===== config.mk =====
export PLATFORM = sky130hd
export DESIGN_NAME = ir_pulse_distance_sender_core_flat
export DESIGN_NICKNAME = d
export VERILOG_FILES = /design/src/irpd_pkg.sv /design/src/irpd_if.sv /design/src/irpd_cfg_regs.sv /design/src/irpd_seq.sv /design/src/ir_pulse_distance_sender_core.sv /design/src/flat_wrapper.sv
export SDC_FILE = /design/constraint.sdc
export NUM_CORES = 1
export LEC_CHECK = 0
export BUFFER_PORTS_ARGS = -buffer_cell sky130_fd_sc_hd__buf_2
export CAP_MARGIN = 20
export CORE_MARGIN = 3
export CORE_UTILIZATION = 45
export DETAILED_ROUTE_END_ITERATION = 12
export PLACE_DENSITY_LB_ADDON = 0.12
export SLEW_MARGIN = 15
export SYNTH_ARGS = -nofsm -noshare
export SYNTH_HDL_FRONTEND = slang
export SYNTH_HIERARCHICAL = 1
export SYNTH_SLANG_ARGS = --single-unit

===== constraint.sdc =====
create_clock -name clk -period 4 [get_ports clk]
set_clock_uncertainty 0.15 [all_clocks]
set_input_delay 0.6 -clock clk [delete_from_list [all_inputs] [get_ports clk]]
set_output_delay 0.6 -clock clk [all_outputs]
set_load 0.02 [all_outputs]

===== src/irpd_pkg.sv =====
// Shared types, constants and codes of the infrared pulse-distance sender.
package irpd_pkg;

	// Default widths of the timer intervals and of the code word.
	localparam int TIME_WIDTH_DEF = 20;
	localparam int CODE_WIDTH_DEF = 32;

	// Fixed widths of the channel fields.
	localparam int LEN_OUT_W  = 20;
	localparam int CODE_IN_W  = 32;
	localparam int REPEAT_W   = 8;
	localparam int NUM_REGS   = 8;
	localparam int REG_IDX_W  = 3;

	// Settling wait answered to a start item, in timer ticks.
	localparam logic [63:0] START_WAIT = 64'd100000;

	// Item opcodes.
	typedef enum logic {
		OP_START = 1'b0,
		OP_TICK  = 1'b1
	} irpd_op_e;

	// Configuration register indexes.
	typedef enum logic [REG_IDX_W-1:0] {
		REG_HEADER_PULSE  = 3'd0,
		REG_HEADER_SPACE  = 3'd1,
		REG_ONE_PULSE     = 3'd2,
		REG_ZERO_PULSE    = 3'd3,
		REG_ONE_SPACE     = 3'd4,
		REG_ZERO_SPACE    = 3'd5,
		REG_TRAILER_PULSE = 3'd6,
		REG_GAP_SPACE     = 3'd7
	} irpd_reg_e;

	// Frame sequencer phases.
	typedef enum logic [1:0] {
		PH_IDLE   = 2'd0,
		PH_HEADER = 2'd1,
		PH_CODE   = 2'd2,
		PH_TRAIL  = 2'd3
	} irpd_phase_e;

	// One input item.
	typedef struct packed {
		logic                 opcode;
		logic [CODE_IN_W-1:0] code_word;
		logic [CODE_IN_W-1:0] start_mask;
		logic [REPEAT_W-1:0]  repeat_count;
	} irpd_item_t;

	// One result item.
	typedef struct packed {
		logic                 carrier_on;
		logic [LEN_OUT_W-1:0] interval_len;
		logic                 finished;
		logic                 busy_res;
	} irpd_res_t;

endpackage


===== src/irpd_if.sv =====
// Channel interfaces of the sender: input items, result items and register writes.
interface irpd_in_if import irpd_pkg::*; ();
	logic                 valid;
	logic                 ready;
	logic                 opcode;
	logic [CODE_IN_W-1:0] code_word;
	logic [CODE_IN_W-1:0] start_mask;
	logic [REPEAT_W-1:0]  repeat_count;

	modport source (output valid, opcode, code_word, start_mask, repeat_count, input ready);
	modport sink (input valid, opcode, code_word, start_mask, repeat_count, output ready);
endinterface

interface irpd_out_if import irpd_pkg::*; ();
	logic                 valid;
	logic                 ready;
	logic                 carrier_on;
	logic [LEN_OUT_W-1:0] interval_len;
	logic                 finished;
	logic                 busy_res;

	modport source (output valid, carrier_on, interval_len, finished, busy_res, input ready);
	modport sink (input valid, carrier_on, interval_len, finished, busy_res, output ready);
endinterface

interface irpd_cfg_if import irpd_pkg::*; ();
	logic                 valid;
	logic                 ready;
	logic [REG_IDX_W-1:0] index;
	logic [LEN_OUT_W-1:0] data;

	modport source (output valid, index, data, input ready);
	modport sink (input valid, index, data, output ready);
endinterface


===== src/irpd_cfg_regs.sv =====
// Interval length registers written through the configuration channel.
module irpd_cfg_regs import irpd_pkg::*; #(
	parameter int TIME_WIDTH = TIME_WIDTH_DEF
) (
	input  logic                                          clk,
	input  logic                                          arst_n,
	input  logic                                          wr_en,
	input  logic [REG_IDX_W-1:0]                          wr_index,
	input  logic [LEN_OUT_W-1:0]                          wr_data,
	output logic [NUM_REGS-1:0][((TIME_WIDTH < LEN_OUT_W) ? TIME_WIDTH : LEN_OUT_W)-1:0] lens
);

	localparam int LEN_W = (TIME_WIDTH < LEN_OUT_W) ? TIME_WIDTH : LEN_OUT_W;

	logic [NUM_REGS-1:0][LEN_W-1:0] len_q;

	// Each write lands in the register that its index selects.
	always_ff @(posedge clk or negedge arst_n) begin
		if (!arst_n) begin
			len_q <= '0;
		end else if (wr_en) begin
			len_q[wr_index] <= LEN_W'(wr_data);
		end
	end

	assign lens = len_q;

endmodule


===== src/irpd_seq.sv =====
// Frame sequencer: state registers and the single-step next-interval logic.
module irpd_seq import irpd_pkg::*; #(
	parameter int TIME_WIDTH = TIME_WIDTH_DEF,
	parameter int CODE_WIDTH = CODE_WIDTH_DEF
) (
	input  logic                                          clk,
	input  logic                                          arst_n,
	input  logic                                          step_en,
	input  irpd_item_t                                    item,
	input  logic [NUM_REGS-1:0][((TIME_WIDTH < LEN_OUT_W) ? TIME_WIDTH : LEN_OUT_W)-1:0] lens,
	output irpd_res_t                                     res
);

	localparam int LEN_W = (TIME_WIDTH < LEN_OUT_W) ? TIME_WIDTH : LEN_OUT_W;
	localparam logic [63:0] TIME_MAX  = (64'd1 << TIME_WIDTH) - 64'd1;
	localparam logic [63:0] START_LEN = (START_WAIT > TIME_MAX) ? TIME_MAX : START_WAIT;

	irpd_phase_e           phase_q, phase_d;
	logic                  next_carrier_q, next_carrier_d;
	logic [CODE_WIDTH-1:0] bit_mask_q, bit_mask_d;
	logic [CODE_WIDTH-1:0] mask_saved_q, mask_saved_d;
	logic [CODE_WIDTH-1:0] code_held_q, code_held_d;
	logic [REPEAT_W-1:0]   repeats_left_q, repeats_left_d;
	logic [LEN_W-1:0]      len_sel;
	logic                  is_one;
	logic [CODE_WIDTH-1:0] mask_shr;

	// State registers advance only when an item is consumed.
	always_ff @(posedge clk or negedge arst_n) begin
		if (!arst_n) begin
			phase_q        <= PH_IDLE;
			next_carrier_q <= 1'b0;
			bit_mask_q     <= '0;
			mask_saved_q   <= '0;
			code_held_q    <= '0;
			repeats_left_q <= '0;
		end else if (step_en) begin
			phase_q        <= phase_d;
			next_carrier_q <= next_carrier_d;
			bit_mask_q     <= bit_mask_d;
			mask_saved_q   <= mask_saved_d;
			code_held_q    <= code_held_d;
			repeats_left_q <= repeats_left_d;
		end
	end

	assign is_one   = |(bit_mask_q & code_held_q);
	assign mask_shr = bit_mask_q >> 1;

	// Next state and the answer for the item at hand.
	always_comb begin
		phase_d        = phase_q;
		next_carrier_d = next_carrier_q;
		bit_mask_d     = bit_mask_q;
		mask_saved_d   = mask_saved_q;
		code_held_d    = code_held_q;
		repeats_left_d = repeats_left_q;
		len_sel        = '0;
		res            = '0;

		if (item.opcode == OP_START) begin
			// A start reloads everything and aborts any running frame.
			code_held_d    = CODE_WIDTH'(item.code_word);
			bit_mask_d     = CODE_WIDTH'(item.start_mask);
			mask_saved_d   = CODE_WIDTH'(item.start_mask);
			repeats_left_d = (item.repeat_count == '0) ? REPEAT_W'(1) : item.repeat_count;
			phase_d        = PH_HEADER;
			next_carrier_d = 1'b1;
			res.interval_len = LEN_OUT_W'(START_LEN);
			res.busy_res     = 1'b1;
		end else if (phase_q != PH_IDLE) begin
			res.carrier_on = next_carrier_q;
			res.busy_res   = 1'b1;
			next_carrier_d = !next_carrier_q;
			unique case (phase_q)
				PH_HEADER: begin
					if (next_carrier_q) begin
						len_sel = lens[REG_HEADER_PULSE];
					end else begin
						len_sel = lens[REG_HEADER_SPACE];
						phase_d = PH_CODE;
					end
				end
				PH_CODE: begin
					if (next_carrier_q) begin
						len_sel = is_one ? lens[REG_ONE_PULSE] : lens[REG_ZERO_PULSE];
					end else begin
						len_sel    = is_one ? lens[REG_ONE_SPACE] : lens[REG_ZERO_SPACE];
						bit_mask_d = mask_shr;
						if (mask_shr == '0) begin
							phase_d = PH_TRAIL;
						end
					end
				end
				PH_TRAIL: begin
					if (next_carrier_q) begin
						len_sel = lens[REG_TRAILER_PULSE];
						if (repeats_left_q != '0) begin
							repeats_left_d = repeats_left_q - REPEAT_W'(1);
						end
					end else if (repeats_left_q != '0) begin
						len_sel    = lens[REG_GAP_SPACE];
						bit_mask_d = mask_saved_q;
						phase_d    = PH_CODE;
					end else begin
						// Frame complete: stop timing and go idle.
						phase_d        = PH_IDLE;
						next_carrier_d = 1'b0;
						res.carrier_on = 1'b0;
						res.busy_res   = 1'b0;
						res.finished   = 1'b1;
					end
				end
				PH_IDLE: begin
				end
			endcase
			res.interval_len = LEN_OUT_W'(len_sel);
		end
	end

	// The idle phase never holds a pending carrier-on interval.
	a_idle_no_carrier: assert property (@(posedge clk) disable iff (!arst_n)
		phase_q == PH_IDLE |-> !next_carrier_q)
		else $error("idle phase with carrier pending");

	// Header and code phases always have at least one pass left.
	a_repeats_live: assert property (@(posedge clk) disable iff (!arst_n)
		(phase_q == PH_HEADER || phase_q == PH_CODE) |-> repeats_left_q != '0)
		else $error("frame in progress with no pass left");

	// A start item always opens the header with a pulse.
	a_start_header: assert property (@(posedge clk) disable iff (!arst_n)
		step_en && item.opcode == OP_START |=> phase_q == PH_HEADER && next_carrier_q)
		else $error("start did not enter the header");

	// A tick while idle leaves the sequencer idle.
	a_idle_tick: assert property (@(posedge clk) disable iff (!arst_n)
		step_en && item.opcode == OP_TICK && phase_q == PH_IDLE |=> phase_q == PH_IDLE)
		else $error("tick while idle changed the phase");

	// Finishing always comes with busy low and a zero interval.
	a_finish_clean: assert property (@(posedge clk) disable iff (!arst_n)
		res.finished |-> !res.busy_res && res.interval_len == '0 && phase_d == PH_IDLE)
		else $error("finish answer inconsistent");

endmodule


===== src/ir_pulse_distance_sender_core.sv =====
// Top level of the infrared pulse-distance frame sender.
//
// Channel  Direction  Handshake     Payload
// in_ch    sink       valid/ready   opcode, code_word, start_mask, repeat_count
// out_ch   source     valid/ready   carrier_on, interval_len, finished, busy_res
// cfg      sink       valid/ready   index, data (ready is always high)
//
// Every item gives one result: it passes through the input register, then the result
// register. One item is accepted per cycle while the result is not stalled.
// The sequencer state updates when an item moves from the input register to the
// result register, which computes the whole frame step combinationally.
// A stalled result holds in the result register while one more item waits in the
// input register; only then does in_ch.ready drop.
// Reset is asynchronous and clears the pipeline, the sequencer and the registers.
module ir_pulse_distance_sender_core import irpd_pkg::*; #(
	parameter int TIME_WIDTH = TIME_WIDTH_DEF,
	parameter int CODE_WIDTH = CODE_WIDTH_DEF
) (
	input  logic       clk,
	input  logic       arst_n,
	irpd_in_if.sink    in_ch,
	irpd_out_if.source out_ch,
	irpd_cfg_if.sink   cfg
);

	localparam int LEN_W = (TIME_WIDTH < LEN_OUT_W) ? TIME_WIDTH : LEN_OUT_W;

	irpd_item_t                     item_s1;
	logic                           valid_s1;
	irpd_res_t                      res_s2;
	logic                           valid_s2;
	irpd_res_t                      step_res;
	logic                           advance;
	logic                           in_accept;
	logic [NUM_REGS-1:0][LEN_W-1:0] lens;

	assign advance   = valid_s1 && (!valid_s2 || out_ch.ready);
	assign in_accept = in_ch.valid && in_ch.ready;

	assign in_ch.ready = !valid_s1 || advance;
	assign cfg.ready   = 1'b1;

	// Register file for the interval lengths.
	irpd_cfg_regs #(
		.TIME_WIDTH(TIME_WIDTH)
	) u_regs (
		.clk      (clk),
		.arst_n   (arst_n),
		.wr_en    (cfg.valid),
		.wr_index (cfg.index),
		.wr_data  (cfg.data),
		.lens     (lens)
	);

	// Frame sequencer working on the item in the input register.
	irpd_seq #(
		.TIME_WIDTH(TIME_WIDTH),
		.CODE_WIDTH(CODE_WIDTH)
	) u_seq (
		.clk     (clk),
		.arst_n  (arst_n),
		.step_en (advance),
		.item    (item_s1),
		.lens    (lens),
		.res     (step_res)
	);

	// Input register valid flag.
	always_ff @(posedge clk or negedge arst_n) begin
		if (!arst_n) begin
			valid_s1 <= 1'b0;
		end else if (in_accept) begin
			valid_s1 <= 1'b1;
		end else if (advance) begin
			valid_s1 <= 1'b0;
		end
	end

	// Input register payload.
	always_ff @(posedge clk) begin
		if (in_accept) begin
			item_s1.opcode       <= in_ch.opcode;
			item_s1.code_word    <= in_ch.code_word;
			item_s1.start_mask   <= in_ch.start_mask;
			item_s1.repeat_count <= in_ch.repeat_count;
		end
	end

	// Result register valid flag.
	always_ff @(posedge clk or negedge arst_n) begin
		if (!arst_n) begin
			valid_s2 <= 1'b0;
		end else if (advance) begin
			valid_s2 <= 1'b1;
		end else if (out_ch.ready) begin
			valid_s2 <= 1'b0;
		end
	end

	// Result register payload.
	always_ff @(posedge clk) begin
		if (advance) begin
			res_s2 <= step_res;
		end
	end

	assign out_ch.valid        = valid_s2;
	assign out_ch.carrier_on   = res_s2.carrier_on;
	assign out_ch.interval_len = res_s2.interval_len;
	assign out_ch.finished     = res_s2.finished;
	assign out_ch.busy_res     = res_s2.busy_res;

	// An item waits in the input register only while the result is stalled.
	a_s1_waits_on_stall: assert property (@(posedge clk) disable iff (!arst_n)
		valid_s1 && !advance |-> valid_s2 && !out_ch.ready)
		else $error("input register held without an output stall");

	// A stalled result keeps the input register from advancing into it.
	a_no_overwrite: assert property (@(posedge clk) disable iff (!arst_n)
		valid_s2 && !out_ch.ready |=> valid_s2 && $stable(res_s2))
		else $error("stalled result was overwritten");

	// A consumed item always produces a result in the next cycle.
	a_advance_result: assert property (@(posedge clk) disable iff (!arst_n)
		advance |=> valid_s2)
		else $error("consumed item left no result");

endmodule

===== src/flat_wrapper.sv =====
// flat-port wrapper written by rule: the top's interface ports become plain ports
module ir_pulse_distance_sender_core_flat import irpd_pkg::*;
#(
	parameter int TIME_WIDTH = TIME_WIDTH_DEF,
	parameter int CODE_WIDTH = CODE_WIDTH_DEF
)
  (clk, arst_n, in_ch_valid, in_ch_opcode, in_ch_code_word, in_ch_start_mask, in_ch_repeat_count, in_ch_ready, out_ch_valid, out_ch_carrier_on, out_ch_interval_len, out_ch_finished, out_ch_busy_res, out_ch_ready, cfg_valid, cfg_index, cfg_data, cfg_ready);
  irpd_in_if in_ch_i ();
  irpd_out_if out_ch_i ();
  irpd_cfg_if cfg_i ();
  input  logic clk;
  input  logic arst_n;
  input wire logic [$bits(in_ch_i.valid)-1:0] in_ch_valid;
  input wire logic [$bits(in_ch_i.opcode)-1:0] in_ch_opcode;
  input wire logic [$bits(in_ch_i.code_word)-1:0] in_ch_code_word;
  input wire logic [$bits(in_ch_i.start_mask)-1:0] in_ch_start_mask;
  input wire logic [$bits(in_ch_i.repeat_count)-1:0] in_ch_repeat_count;
  output wire logic [$bits(in_ch_i.ready)-1:0] in_ch_ready;
  output wire logic [$bits(out_ch_i.valid)-1:0] out_ch_valid;
  output wire logic [$bits(out_ch_i.carrier_on)-1:0] out_ch_carrier_on;
  output wire logic [$bits(out_ch_i.interval_len)-1:0] out_ch_interval_len;
  output wire logic [$bits(out_ch_i.finished)-1:0] out_ch_finished;
  output wire logic [$bits(out_ch_i.busy_res)-1:0] out_ch_busy_res;
  input wire logic [$bits(out_ch_i.ready)-1:0] out_ch_ready;
  input wire logic [$bits(cfg_i.valid)-1:0] cfg_valid;
  input wire logic [$bits(cfg_i.index)-1:0] cfg_index;
  input wire logic [$bits(cfg_i.data)-1:0] cfg_data;
  output wire logic [$bits(cfg_i.ready)-1:0] cfg_ready;
  assign in_ch_i.valid = in_ch_valid;
  assign in_ch_i.opcode = in_ch_opcode;
  assign in_ch_i.code_word = in_ch_code_word;
  assign in_ch_i.start_mask = in_ch_start_mask;
  assign in_ch_i.repeat_count = in_ch_repeat_count;
  assign in_ch_ready = in_ch_i.ready;
  assign out_ch_valid = out_ch_i.valid;
  assign out_ch_carrier_on = out_ch_i.carrier_on;
  assign out_ch_interval_len = out_ch_i.interval_len;
  assign out_ch_finished = out_ch_i.finished;
  assign out_ch_busy_res = out_ch_i.busy_res;
  assign out_ch_i.ready = out_ch_ready;
  assign cfg_i.valid = cfg_valid;
  assign cfg_i.index = cfg_index;
  assign cfg_i.data = cfg_data;
  assign cfg_ready = cfg_i.ready;
  ir_pulse_distance_sender_core #(.TIME_WIDTH(TIME_WIDTH), .CODE_WIDTH(CODE_WIDTH)) u_core (.clk(clk), .arst_n(arst_n), .in_ch(in_ch_i), .out_ch(out_ch_i), .cfg(cfg_i));
endmodule

==> flow_metrics.env, run 1 <==
export IMPL_grt_pass1_vias=10484
export IMPL_critPathArrivalTime_ps=2910
export IMPL_cts_tree="built"
export IMPL_start_util_pct=45.8
export IMPL_nNetsFinal=1507
export IMPL_drv_slew=0
export IMPL_track_usage_pct=19.6
export IMPL_syn_inst=1291
export IMPL_cts_repair_resized=0
export IMPL_min_period_ps=2840
export IMPL_cp_required_ps=4070
export IMPL_antenna_cells=0
export IMPL_cp_end_kind="flop"
export IMPL_path_clk_slew_ps=60
export IMPL_reg2regPathDepth=6
export IMPL_layout_common_cells="nand2_1 (286), dfrtp_1 (266), buf_2 (124)"
export IMPL_yosysTopAreaCell="dfrtp_1"
export IMPL_drt_initial_drc_count=644
export IMPL_syn2layout_area_growth_pct=16.0
export IMPL_synth_fp_nets=1393
export IMPL_gp_congestion=0.806
export IMPL_cts_sinks=365
export IMPL_hold_class="primary input to flop"
export IMPL_tns_ps=0
export IMPL_wl_per_cell_um=19.4
export IMPL_yosysWarnings=6
export IMPL_dieArea_um2=37500
export IMPL_p_per_area_nw_per_um2=651
export IMPL_drc_errors=0
export IMPL_regToRegSetupSlack_ps=1160
export IMPL_wl_met3_um=1560
export IMPL_grt_pass1_wl_um=59400
export IMPL_clock_latency_ps=540
export IMPL_period_share_pct=70.9
export IMPL_clockRootBuffer="clkbuf_16"
export IMPL_final_common_cell="nand2_1"
export IMPL_final_cells=1893
export IMPL_routed_top_layer="met4"
export IMPL_yosysSeqAreaShare_pct=60.6
export IMPL_critPathLaunchType="flop"
export IMPL_grt_max_degree=81
export IMPL_synth_area_um2=15900
export IMPL_cts_htree_levels=2
export IMPL_globalRouteOverflowTotal=0
export IMPL_drt_total_wl_um=36700
export IMPL_leakagePower_nw=8.11
export IMPL_num_io_pins=127
export IMPL_hpwl_um=22500
export IMPL_via_per_inst=5.40
export IMPL_rsz0062_at_grt="no"
export IMPL_drt_met1_wl_um=16700
export IMPL_fp_row_count=68
export IMPL_holdPathStages=1
export IMPL_postSynthRegisterBits=365
export IMPL_synth_area_top_cells="dfrtp_1 (42%), edfxtp_1 (18%), mux2_2 (8.0%)"
export IMPL_coreArea_um2=34600
export IMPL_cts_buffers=41
export IMPL_status="finished, final reports clean"
export IMPL_maxCapViolations=0
export IMPL_layout_drive_gt1_share_pct=28.3
export IMPL_synth_cell_types=52
export IMPL_critPathKind="flop to flop"
export IMPL_die_h_um=194
export IMPL_critPathMaxFanout=14
export IMPL_portBuffers=125
export IMPL_finalSetupViolations=0
export IMPL_worst_pin_slew_ps=1010
export IMPL_fp_dieW_um=194
export IMPL_relSlewSlack_pct=32.7
export IMPL_synth_top_cell_area_share_pct=42.5
export IMPL_vias=10222
export IMPL_dr_pass1_iters=5
export IMPL_dp_cells=1816
export IMPL_hold_violations=0
export IMPL_peakVddDrop_v=0.000451
export IMPL_route_met2_wl_um=17600
export IMPL_grt_antenna_before_repair=0
export IMPL_max_freq_mhz=353
export IMPL_cts_buffer_depth=3
export IMPL_drtAntennaViolNets=0
export IMPL_syn_avg_cell_area_um2=12.3
==> area by class of cell <==
cell class              count  area, um^2
fillers                  2995       16200
flip-flops and latches    365        9620
multi-input cells         839        5830
clock buffers              54        1140
repair buffers            152         878
well taps                 455         569
clock inverters            22         342
inverters                   6        22.5
==> path summary, 6_finish.rpt <==
| check | to | start |
|---|---|---|
| hold / removal | u_core/item_s1[50] | in_ch_code_word[10] |
| min in group asynchronous | u_core/u_seq/repeats_left_q[0] | arst_n |
| setup reg to reg | u_core/out_ch.interval_len[3] | u_core/u_seq/repeats_left_q[2] |
| max in group asynchronous | u_core/u_regs/lens[8] | arst_n |
| setup / recovery | u_core/out_ch.interval_len[3] | u_core/u_seq/repeats_left_q[2] |
| hold reg to reg | u_core/u_seq/code_held_q[1] | u_core/item_s1[41] |
==> stage by stage <==
| stage | hold slack [ps] | util, % | setup slack, ps | area, um^2 | power (mW) |
|---|---|---|---|---|---|
| 2_1_floorplan | 154 | - | 1120 | 15900 | 7.06 |
| 3_3_place_gp | 272 | 48.8 | 1270 | 16900 | 7.90 |
| 3_5_place_dp | 271 | 48.8 | 1210 | 16900 | 7.96 |
| 4_1_cts | 60.8 | 53.1 | 1180 | 18400 | 12.1 |
| 5_1_grt | 58.0 | 53.1 | 1070 | 18400 | 12.6 |
| 6_report | 85.3 | 53.1 | 1160 | 18400 | 12.0 |
==> cells in the mapped netlist (all sizes together) <==
master	count
o22ai	19
nand2	287
o221a	1
nor4	12
conb	1
nand3	70
a22oi	31
or3	3
nor2	12
a22o	2
nor3	4
buf	33
a221o	1
mux2	174
dfrtp	269
clkbuf	48
a21o	1
nand3b	2
o21bai	1
and3	2
or2	1
nor3b	1
edfxtp	96
ha	1
inv	6
a21oi	15
nor4b	1
nand2b	5
o31ai	2
nand4b	3
a211o	6
nand4	10
or4	1
and2	2
mux2i	69
o221ai	1
o32ai	1
nor2b	1
and4bb	3
o31a	1
o21ai	92
==> critical path, stage by stage (launching register included) <==
cell,delay [ps]
dfrtp_1,430
or3_4,440
or3_1,650
nor3b_2,270
buf_4,250
a22oi_1,210
o22ai_1,120
==> registers in the layout, indices dropped and copies added (netlist names), 2 cells and up <==
name and cells:
u_core/u_seq/bit_mask_q 32, u_core/u_seq/code_held_q 32, u_core/u_seq/phase_q 2, u_core/u_regs/lens 160
u_core/u_seq/mask_saved_q 32, u_core/u_seq/repeats_left_q 8, u_core/out_ch.interval_len 20, u_core/item_s1 73
==> layer usage <==
| metal | track usage (%) | up-vias |
|---|---|---|
| met5 | 0 | - |
| met4 | 5.14 | 0 |
| li1 | - | 4834 |
| met2 | 32.3 | 252 |
| met3 | 3.02 | 56 |
| met1 | 27.4 | 5080 |
==> repair_timing <==
item	in CTS	in global routing
setup buffers	0	0
endpoints found under the hold margin	77	0
hold buffers	1	0
==> cells by family after synthesis <==
kind of cell	count (synthesis)	synth area share, %
simple gates	420	11.7
flops	365	60.6
mux	243	18.1
compound gates	174	6.64
buf+inv	87	2.79
fa+ha+maj	1	0.0789
other cells	1	0.0237
==> report_power, final <==
group | internal (mW) | switching, mW
sequential | 4.64 | 0.655
combinational | 1.19 | 1.41
clock | 2.59 | 1.48
total | 8.42 | 3.55
No activity file was read; power rests on OpenSTA's default activity.
==> run 2: changes to the inputs <==
- clock period: 4 -> 2.9 ns (I/O delays scaled with it)
==> run 2 against run 1 <==
Via count up 3.1%. Flip-flop and latch count unchanged. Worst hold slack worse by 51 ps. Critical endpoint is now u_core/out_ch.interval_len[0]. Non-clock buffer count up 84. Combinational power up 45%. Total power up 35%. Count of clock-buffer cells in the layout up 8. Critical path depth unchanged. Die area unchanged.
==> flow_metrics.env, run 2 (synthesized netlist as in run 1, its figures left out) <==
export IMPL_leakagePower_nw=8.44
export IMPL_cp_required_ps=3110
export IMPL_peakVddDrop_v=0.000457
export IMPL_clock_latency_ps=540
export IMPL_p_comb_share_pct=23.3
export IMPL_drt_initial_drc_count=609
export IMPL_worstPathCellList="a22oi_1 > nand4_1 > nor4_2 > buf_12 > mux2_2 > o22ai_1"
export IMPL_hold_path_end="u_core/out_ch.valid"
export IMPL_via_per_inst=5.33
export IMPL_clockRootBuffer="clkbuf_16"
export IMPL_seqCellArea_um2=9620
export IMPL_start_util_pct=45.8
export IMPL_hold_class="primary input to flop"
export IMPL_internal_power_mw=11.3
export IMPL_layout_common_cells="nand2_1 (286), dfrtp_1 (266), buf_2 (124)"
export IMPL_holdPathStages=3
export IMPL_regToRegSetupSlack_ps=520
export IMPL_largest_reg_flops=160
export IMPL_crit_slowest_cell="dfrtp_1"
export IMPL_grt_max_degree=67
export IMPL_finalWorstSetupSlack_ps=519
export IMPL_post_place_ws_ps=536
export IMPL_multi_input_area_um2=5820
export IMPL_grt_pass1_wl_um=61900
export IMPL_dieArea_um2=37500
export IMPL_cts_htree_levels=2
export IMPL_track_usage_pct=20.4
export IMPL_reg2reg_to="u_core/out_ch.interval_len[0]"
export IMPL_max_stage_delay_ps=450
export IMPL_hpwl_um=23300
export IMPL_min_delay_start="out_ch_ready"
export IMPL_relSlewSlack_pct=54.5
export IMPL_fp_dieW_um=194
export IMPL_max_freq_mhz=420
export IMPL_globalRouteOverflowTotal=0
export IMPL_gp_congestion=0.830
export IMPL_grt_antenna_before_repair=0
export IMPL_final_cells=1976
export IMPL_cts_buffer_depth=3
export IMPL_rsz0062_at_grt="no"
export IMPL_dr_pass1_iters=5
export IMPL_die_h_um=194
export IMPL_nNetsFinal=1591
export IMPL_vias=10534
export IMPL_reg2regPathDepth=6
export IMPL_cpLargestDelayFamily="simple AND/OR/NAND/NOR gates"
export IMPL_cts_tree="built"
export IMPL_period_share_pct=82.1
export IMPL_drt_total_wl_um=38200
export IMPL_cts_buffers=41
export IMPL_swShare_pct=30.2
export IMPL_crit_buf_inv=1
export IMPL_critPathMaxFanout=20
export IMPL_maxCapViolations=0
export IMPL_coreArea_um2=34600
export IMPL_worst_pin_slew_ps=679
export IMPL_holdWs_ps=33.9
export IMPL_p_per_area_nw_per_um2=844
export IMPL_status="finished, final reports clean"
export IMPL_num_io_pins=127
export IMPL_cp_end_kind="flop"
export IMPL_dp_cells=1826
export IMPL_seqPwrFrac_pct=44.9
export IMPL_clkPwrFrac_pct=31.8
export IMPL_min_period_ps=2380
export IMPL_critPathArrivalTime_ps=2590
export IMPL_layout_drive_gt1_share_pct=26.8
export IMPL_path_clk_slew_ps=60
export IMPL_drc_errors=0
export IMPL_grt_pass1_vias=10819
export IMPL_cts_sinks=365
export IMPL_critPathKind="flop to flop"
export IMPL_switching_power_mw=4.88
export IMPL_portBuffers=125
export IMPL_cts_repair_resized=0
export IMPL_drv_slew=0
export IMPL_wl_per_cell_um=19.3
export IMPL_fill_cells=2974
export IMPL_fp_row_count=68
export IMPL_syn2layout_area_growth_pct=20.9
export IMPL_final_common_cell="nand2_1"
export IMPL_hold_violations=0
export IMPL_r2r_start="u_core/u_seq/bit_mask_q[6]"
export IMPL_tns_ps=0
export IMPL_cp_depth=6
export IMPL_drtAntennaViolNets=0
export IMPL_finalSetupViolations=0
export IMPL_critPathLaunchType="flop"
[run 2: cell types whose count changed in the layout (fill, tap and decap cells not counted), sizes merged]
cell         change
diode            +1
clkbuf           +8
buf             +10
clkinvlp         -1
clkinv           -3
dlygate4sd3     +74
bufinv           -6
[run 2: worst reg2reg max path, delay by kind of cell, from the launching register on]
family          cells  cell delay (ps)
compound gates      2              420
buf+inv             1              260
flops               1              450
mux                 1              370
simple gates        2              570
[run 2: power by group through the flow]
stage / sequential, mW / combinational, mW / clock, mW
finish: 7.26 / 3.77 / 5.15
detailed placement: 7.34 / 3.73 / 0
floorplan: 7.03 / 2.70 / 0
CTS: 7.26 / 3.81 / 5.29
global placement: 7.32 / 3.67 / 0
global route: 7.40 / 4.19 / 5.51
[run 2: how the worst max path moves through the flow]
stage | slack (ps) | start | to
after floorplan | 130 | u_core/out_ch.valid | u_core/u_seq/code_held_q[10]
after detailed placement | 540 | u_core/u_seq/repeats_left_q[2] | u_core/out_ch.interval_len[0]
after global placement | 550 | u_core/u_seq/repeats_left_q[2] | u_core/out_ch.interval_len[12]
after global routing | 380 | u_core/u_seq/repeats_left_q[0] | u_core/out_ch.interval_len[1]
after CTS | 530 | u_core/u_seq/bit_mask_q[4] | u_core/out_ch.interval_len[0]
final | 520 | u_core/u_seq/bit_mask_q[6] | u_core/out_ch.interval_len[0]
[run 2: layer usage]
metal / wire [um] / GRT usage (%) / part of all wire (%)
met1: 17600 / 28.3 / 46
met2: 18400 / 33.7 / 48
met3: 1330 / 3.16 / 3.5
met5: 0 / 0 / 0
met4: 878 / 5.65 / 2.3
[run 2: stage by stage]
stage	power, mW	instance area (um^2)	util [%]
floorplan	9.73	15900	-
global placement	11.0	17100	49.3
detailed placement	11.1	17100	49.3
CTS	16.4	19200	55.4
global route	17.1	19200	55.4
finish	16.2	19200	55.4
[run 2: what timing repair did]
item | in CTS | in global routing
hold endpoints to repair | 135 | 0
hold buffers | 75 | 0
buffers inserted | 0 | 0
[run 2: final cells by class]
cell class                      instances  area share (%)
Inverter                                6           0.117
Clock inverter                         12           0.711
Tap cell                              455            2.97
Sequential cell                       365            50.2
Antenna cell                            1          0.0131
Multi-Input combinational cell        839            30.4
Clock buffer                           62            6.30
Timing Repair Buffer                  236            9.36
==> run 3: changes to the inputs <==
- clock period: 2.9 -> 2.4 ns (I/O delays scaled with it)
==> run 3 against run 2 <==
Sequential share of layout area down 1.2 points. Total power grew 25%. Utilization rose by 1.4 points. Clock power up 25%. First-iteration DRC count fell by 6.7%. Count of clock-buffer cells in the layout down 5. Combinational power up 35%. Cell area grew 2.6%. Fmax decreased by 0.43%. Non-clock buffer count grew 38. Global-route usage grew 0.23 points. Highest routed layer is now met5.
==> flow_metrics.env, run 3 (synthesized netlist as in run 1, its figures left out) <==
export IMPL_status="finished, final reports clean"
export IMPL_crit_buf_inv=2
export IMPL_layout_common_cells="nand2_1 (286), dfrtp_1 (265), buf_2 (124)"
export IMPL_reg2reg_to="u_core/out_ch.interval_len[14]"
export IMPL_globalRouteOverflowTotal=0
export IMPL_cp_end_kind="flop"
export IMPL_hold_violations=0
export IMPL_peakVddDrop_v=0.000772
export IMPL_drt_initial_drc_count=568
export IMPL_critPathMaxFanout=10
export IMPL_cpLargestDelayFamily="simple AND/OR/NAND/NOR gates"
export IMPL_start_util_pct=45.8
export IMPL_hold_class="primary input to flop"
export IMPL_finalSetupViolations=0
export IMPL_max_stage_delay_ps=440
export IMPL_p_per_area_nw_per_um2=1030
export IMPL_grt_pass1_wl_um=62700
export IMPL_antenna_cells=0
export IMPL_path_clk_slew_ps=60
export IMPL_crit_slowest_cell="dfrtp_2"
export IMPL_holdPathStages=2
export IMPL_place_area_um2=17400
export IMPL_worst_pin_slew_ps=541
export IMPL_fp_row_count=68
export IMPL_drt_total_wl_um=39300
export IMPL_drv_slew=0
export IMPL_coreArea_um2=34600
export IMPL_gp_congestion=0.837
export IMPL_dieArea_um2=37500
export IMPL_critPathKind="flop to flop"
export IMPL_largest_reg_flops=160
export IMPL_nNetsFinal=1628
export IMPL_num_io_pins=127
export IMPL_drc_errors=0
export IMPL_track_usage_pct=20.6
export IMPL_grt_max_degree=66
export IMPL_fill_cells=2918
export IMPL_crit_path_start="u_core/u_seq/bit_mask_q[9]"
export IMPL_post_place_ws_ps=-90.0
export IMPL_leakagePower_nw=8.71
export IMPL_cts_sinks=365
export IMPL_final_common_cell="nand2_1"
export IMPL_cts_tree="built"
export IMPL_grt_antenna_before_repair=1
export IMPL_cts_buffers=40
export IMPL_hpwl_um=24600
export IMPL_period_share_pct=99.6
export IMPL_worstPathCellList="a22oi_2 > nand4_1 > nor4_4 > buf_4 > buf_12 > mux2_2 > o22ai_1"
export IMPL_cts_buffer_depth=3
export IMPL_clockRootBuffer="clkbuf_16"
export IMPL_cts_htree_levels=2
export IMPL_wl_per_cell_um=19.5
export IMPL_r2r_start="u_core/u_seq/bit_mask_q[9]"
export IMPL_min_delay_start="cfg_data[13]"
export IMPL_relSlewSlack_pct=63.6
export IMPL_fin_area_um2=19700
export IMPL_portBuffers=125
export IMPL_min_period_ps=2390
export IMPL_finalWorstSetupSlack_ps=8.48
export IMPL_layout_drive_gt1_share_pct=29.2
export IMPL_grt_pass1_vias=11023
export IMPL_fp_dieW_um=194
export IMPL_cp_required_ps=2610
export IMPL_reg2regPathDepth=7
export IMPL_vias=10739
export IMPL_clock_latency_ps=530
export IMPL_final_util_pct=56.8
export IMPL_via_per_inst=5.34
export IMPL_die_h_um=194
export IMPL_syn2layout_area_growth_pct=24.0
export IMPL_drtAntennaViolNets=0
export IMPL_regToRegSetupSlack_ps=8
export IMPL_dr_pass1_iters=5
export IMPL_hold_path_end="u_core/u_regs/lens[53]"
export IMPL_critPathLaunchType="flop"
export IMPL_critPathArrivalTime_ps=2600
export IMPL_maxCapViolations=0
export IMPL_max_freq_mhz=418
## run 3: changes by cell type in the layout (fill, tap and decap cells not counted), moves of 2 or more
cell,delta
buf_12,+5
buf_4,+26
buf_6,+2
bufinv_16,+3
clkbuf_1,-6
clkbuf_8,+3
clkinv_1,-3
clkinv_2,+4
dlygate4sd3_1,+2
## run 3: final cells by class
cell class / count / area, um^2 / share of cell area, %
clock buffers: 57 / 1180 / 5.98
clock inverters: 15 / 225 / 1.15
inverters: 6 / 22.5 / 0.115
multi-input cells: 839 / 5840 / 29.7
flip-flops and latches: 365 / 9620 / 48.9
well taps: 455 / 569 / 2.90
repair buffers: 274 / 2210 / 11.2
## run 3: repair_timing
| action | in CTS | in global routing |
|---|---|---|
| hold buffers | 77 | 0 |
| gates resized for setup | 2 | 3 |
| buffers inserted | 0 | 2 |
| hold endpoints to repair | 123 | 0 |
| pin swaps | 0 | 3 |
| setup endpoints to repair | 20 | 17 |
| gates cloned | 0 | 4 |
## run 3: worst max path at each step
stage / depth (start not counted) / slack (ps) / endpoint
floorplan: 7 / 90 / u_core/out_ch.interval_len[11]
global placement: 6 / -80 / u_core/out_ch.interval_len[3]
detailed placement: 6 / -90 / u_core/out_ch.interval_len[14]
CTS: 6 / 20 / u_core/out_ch.interval_len[14]
global route: 7 / -7 / u_core/out_ch.interval_len[14]
finish: 7 / 8 / u_core/out_ch.interval_len[14]
## run 3: stage by stage
step	total power [mW]	TNS, ps	hold slack [ps]	std cells
final	20.2	0	26.0	2011
after global routing	21.3	-6.71	14.8	2011
after CTS	20.3	0	3.72	2005
after detailed placement	13.6	-1060	188	1856
after global placement	13.5	-1360	182	1856
after floorplan	11.8	0	-85.6	1291
## run 3: power by group
group	total, mW	switching [mW]	internal (mW)
logic	5.09	2.66	2.43
registers	8.65	0.918	7.73
clock network	6.45	2.40	4.05
total	20.2	5.98	14.2
## run 3: layer usage
| layer | vias to the layer above | share of wire, % | global-route usage [%] |
|---|---|---|---|
| li1 | 5064 | - | - |
| met1 | 5357 | 45 | 28.5 |
| met2 | 261 | 49 | 34.4 |
| met3 | 55 | 4.2 | 3.20 |
| met4 | 2 | 2.0 | 5.20 |
| met5 | - | 0.020 | 0 |
